File: src/rtl/ofnj_ram.sv
// ----------------------------------------------------------------------------
// ofnj_ram
// Generic single-clock RAM with one write port and one registered read port.
// ----------------------------------------------------------------------------
module ofnj_ram #(
  parameter int WIDTH = 8,
  parameter int DEPTH = 16
) (
  input  logic                     clk,
  input  logic                     we,
  input  logic [$clog2(DEPTH)-1:0] waddr,
  input  logic [WIDTH-1:0]         wdata,
  input  logic [$clog2(DEPTH)-1:0] raddr,
  output logic [WIDTH-1:0]         rdata
);

  logic [WIDTH-1:0] mem [DEPTH];

  always_ff @(posedge clk) begin
    if (we) begin
      mem[waddr] <= wdata;
    end
    rdata <= mem[raddr];
  end

endmodule

File: config.mk
export PLATFORM = sky130hd
export DESIGN_NAME = ofnj_ram
export DESIGN_NICKNAME = d
export VERILOG_FILES = /design/src/rtl/ofnj_ram.sv
export SDC_FILE = /design/constraint.sdc
export NUM_CORES = 1
export LEC_CHECK = 0
export BUFFER_PORTS_ARGS = -buffer_cell sky130_fd_sc_hd__buf_2
export CAP_MARGIN = 10
export CORE_MARGIN = 1
export CORE_UTILIZATION = 49
export DETAILED_ROUTE_END_ITERATION = 10
export GPL_TIMING_DRIVEN = 0
export PLACE_DENSITY_LB_ADDON = 0.25
export SLEW_MARGIN = 20
export SYNTH_ARGS = -nofsm -noshare
export SYNTH_HDL_FRONTEND = slang
export SYNTH_SLANG_ARGS = --single-unit
File: constraint.sdc
create_clock -name clk -period 1.9 [get_ports clk]
set_clock_uncertainty 0.15 [all_clocks]
set_input_delay 0 -clock clk [delete_from_list [all_inputs] [get_ports clk]]
set_output_delay 0 -clock clk [all_outputs]
set_load 0.02 [all_outputs]
==> impl_metrics.csv <==
group,metric,value,unit
synth,post_synth_instance_area,5150,µm²
clock_network,clk_latency,0.51,ns
detailed_routing,detail_route.drc_violations,0,
place,dp_slack,0.0308,ns
global_routing,most_used_routing_layer_in_global_routing,"met2",
global_routing,initial_antenna_violation_count,0,
setup_path,setup.worst_path.end_class,"register",
cells_and_area,finish.instance_area,6240,µm²
synth,synth_seq_area_share,0.778,
synth,yosys.cell_types.count,19,
setup_path,critical_path.slowest_cell,"sky130_fd_sc_hd__dlygate4sd3_1",
pwr,powerDensity,1080,nW/µm²
sta,max_clock_freq,0.591,GHz
cells_and_area,count_of_nets_after_finishing,312,
detailed_routing,first_iter_violations,164,
cells_and_area,n_antenna_cell,0,
setup_path,startpoint_type,"input pin",
floorplanning,design.die.area,10900,µm²
hold_path,origin_of_the_worst_min_delay_path,"waddr[2]",
setup_path,r2r_start,"mem[15][7]",
clock_network,numCtsBuffers,17,
place,dp_hpwl,5760,µm
synth,ys_seq_elements,136,
pwr,power_leakage,2.09,nW
synth,syn_nets,247,
sta,period_minus_slack,1.69,ns
global_routing,grt_util_all_layers,0.198,
clock_network,worst_setup_hold_path_clk_slew,0.06,ns
place,finalWeightedCongestion,0.692,
clock_network,h_tree_lvl_count,4,
floorplanning,core.rowCount,37,
synth,postSynthCellCount,229,
clock_network,post-cts-setup-buffer-count,0,
setup_path,crit_type,"input pin to register",
detailed_routing,post_drt_wl_per_cell,21.9,µm
setup_path,slowest_delay,0.64,ns
pwr,max-vdd-ir-drop,0.000540,V
global_routing,globalRouteMet2Util,0.309,
global_routing,use_met3,0.0545,
setup_path,critical_path.startpoint,"waddr[2]",
detailed_routing,drtAntennaViolNets,0,
place,detailed_place.area,5460,µm²
clock_network,bufs_on_longest_clock_path,2,
floorplanning,die_h,104,µm
global_routing,grt-ovfl-total,0,
setup_path,critical_path.reg2reg.endpoint,"rdata[7]",
cells_and_area,area.growth.synth_to_final,21.3,%
sta,hold_violations,0,
floorplanning,initial_utilization,0.503,
floorplanning,x_dimension_of_the_die,104,µm
setup_path,worstSetupEndpoint,"mem[0][1]",
sta,grt_setup_unrepaired,"no",
setup_path,r2r.worst_path.cells,3,
place,place_inst,389,
clock_network,cts_tree,"built",
detailed_routing,vias,2483,
sta,layout_worst_path_cycle_share,0.890,
detailed_routing,drtPass1Iterations,4,
setup_path,required,1.90,ns
global_routing,grt.met1_usage,0.277,
setup_path,crit_chain,"buf_2 -> or3b_2 -> dlygate4sd3_1 -> nor3_4",
setup_path,worst-r2r-setup-slack,0.34,ns
sta,worst-slew-pin-transition,0.821,ns
setup_path,worst-path-max-fanout,8,
detailed_routing,via_per_inst,5.60,
cells_and_area,finish.cell_count_without_fillers,443,
sta,slew-limit-headroom,0.451,
sta,setup_ws,0.209,ns
clock_network,ctsRootBufferMaster,"sky130_fd_sc_hd__clkbuf_8",
sta,setup_viol_count_final,0,
cells_and_area,drive_above_1_share,0.287,
sta,drv_slew,0,
global_routing,vias_in_the_first_global_route,2536,
setup_path,cp_data_arrival_time,1.69,ns
floorplanning,core_area,10200,µm²
floorplanning,io_pins,26,
synth,synth_warnings,0,
outcome,outcome,"completed",
place,numPortBuffers,24,
hold_path,hp-class,"input pin to register",
global_routing,pin_count_of_the_biggest_net_entering_global_routing,17,
synth,syn_area_per_cell,22.5,µm²
clock_network,cts_num_sinks,136,
detailed_routing,wirelength,9690,µm
global_routing,grt_pass1_wl,14900,µm
flow_run,max-cap-violations,0,
## routing by layer
| metal | part of all wire | routed length (µm) |
|---|---|---|
| met2 | 0.49 | 4790 |
| met4 | 0.0053 | 51 |
| met1 | 0.42 | 4110 |
| met3 | 0.076 | 736 |
| met5 | 0 | 0 |
## cell families (layout without fill, tap and decap cells)
group | count (synthesis) | after routing | synth area share
simple gates | 35 | 35 | 0.0318
flops | 136 | 136 | 0.778
buf+inv | 10 | 88 | 0.0168
compound gates | 16 | 16 | 0.0233
mux | 32 | 32 | 0.150
## worst min-delay path by stage
stage	to	slack, ns	depth (start not counted)
CTS	mem[1][6]	0.005	3
global route	mem[5][2]	0.04	3
finish	mem[5][0]	0.03	3
global placement	mem[6][5]	0.24	1
detailed placement	mem[6][6]	0.26	1
floorplan	mem[0][0]	-0.05	0
## report_power, final
group          internal [mW]  leakage [nW]  switching (mW)
clock                   1.76         0.265            1.27
sequential              3.35          1.22          0.0143
combinational          0.161         0.601           0.214
## critical path, delay by kind of cell
| kind | cells | cell delay (ns) |
|---|---|---|
| and+or+nand+nor | 2 | 0.93 |
| buffers and inverters | 2 | 0.75 |
## Yosys cell counts
library cell | instances | area [µm²]
sky130_fd_sc_hd__nor2b_1 | 1 | 6.26
sky130_fd_sc_hd__buf_6 | 3 | 33.8
sky130_fd_sc_hd__or3b_2 | 1 | 8.76
sky130_fd_sc_hd__mux4_1 | 14 | 368
sky130_fd_sc_hd__dfxtp_1 | 8 | 160
sky130_fd_sc_hd__mux4_2 | 18 | 405
sky130_fd_sc_hd__nor3_1 | 4 | 20.0
sky130_fd_sc_hd__and2_1 | 1 | 6.26
sky130_fd_sc_hd__clkdlybuf4s25_2 | 3 | 30.0
sky130_fd_sc_hd__edfxtp_1 | 128 | 3840
sky130_fd_sc_hd__nand2b_1 | 2 | 12.5
sky130_fd_sc_hd__and2b_1 | 1 | 7.51
sky130_fd_sc_hd__nand3_1 | 1 | 5.00
sky130_fd_sc_hd__nand3b_1 | 2 | 15.0
sky130_fd_sc_hd__nor2_1 | 13 | 48.8
sky130_fd_sc_hd__buf_4 | 1 | 7.51
sky130_fd_sc_hd__nand2_1 | 9 | 33.8
sky130_fd_sc_hd__a22oi_1 | 16 | 120
sky130_fd_sc_hd__buf_2 | 3 | 15.0
## stage by stage
stage | setup TNS, ns | utilization | total power, mW | hold slack, ns
floorplan | 0 | - | 3.63 | -0.0511
global placement | -2.93 | 0.531 | 3.76 | 0.244
detailed placement | 0 | 0.533 | 3.77 | 0.257
CTS | 0 | 0.610 | 6.82 | 0.00529
global route | 0 | 0.610 | 6.99 | 0.0440
finish | 0 | 0.610 | 6.77 | 0.0309
## cells in the final DEF (no fill, tap or decap), types with 2 or more instances in the layout
cell / count
sky130_fd_sc_hd__buf_6: 3
sky130_fd_sc_hd__a22oi_1: 16
sky130_fd_sc_hd__clkbuf_16: 16
sky130_fd_sc_hd__clkdlybuf4s25_2: 3
sky130_fd_sc_hd__buf_2: 27
sky130_fd_sc_hd__nand2b_1: 2
sky130_fd_sc_hd__dfxtp_1: 8
sky130_fd_sc_hd__clkinv_1: 2
sky130_fd_sc_hd__nor3_2: 3
sky130_fd_sc_hd__nand3b_1: 2
sky130_fd_sc_hd__dlygate4sd3_1: 22
sky130_fd_sc_hd__inv_8: 2
sky130_fd_sc_hd__edfxtp_1: 128
sky130_fd_sc_hd__inv_6: 4
sky130_fd_sc_hd__nand2_1: 9
sky130_fd_sc_hd__mux4_1: 14
sky130_fd_sc_hd__clkinv_4: 3
sky130_fd_sc_hd__clkinvlp_4: 3
sky130_fd_sc_hd__mux4_2: 18
sky130_fd_sc_hd__nor2_1: 12
## state kept, by name, summed over array words and instances, names as in the netlist
register / count
mem: 128
rdata: 8
## cell type report
cell class	instances	area [µm²]
multi-input cells	83	1090
plain buffers	10	86.3
flip-flops and latches	136	4000
clock inverters	15	144
well taps	136	170
fillers	701	3990
repair buffers	46	340
clock buffers	17	414
## timing repair
item                                    CTS  global route
hold buffers                             22             0
gates resized for setup                   0             2
hold endpoints to repair                166             0
endpoints found under the setup margin    0            16
No activity file was read; power rests on OpenSTA's default activity.
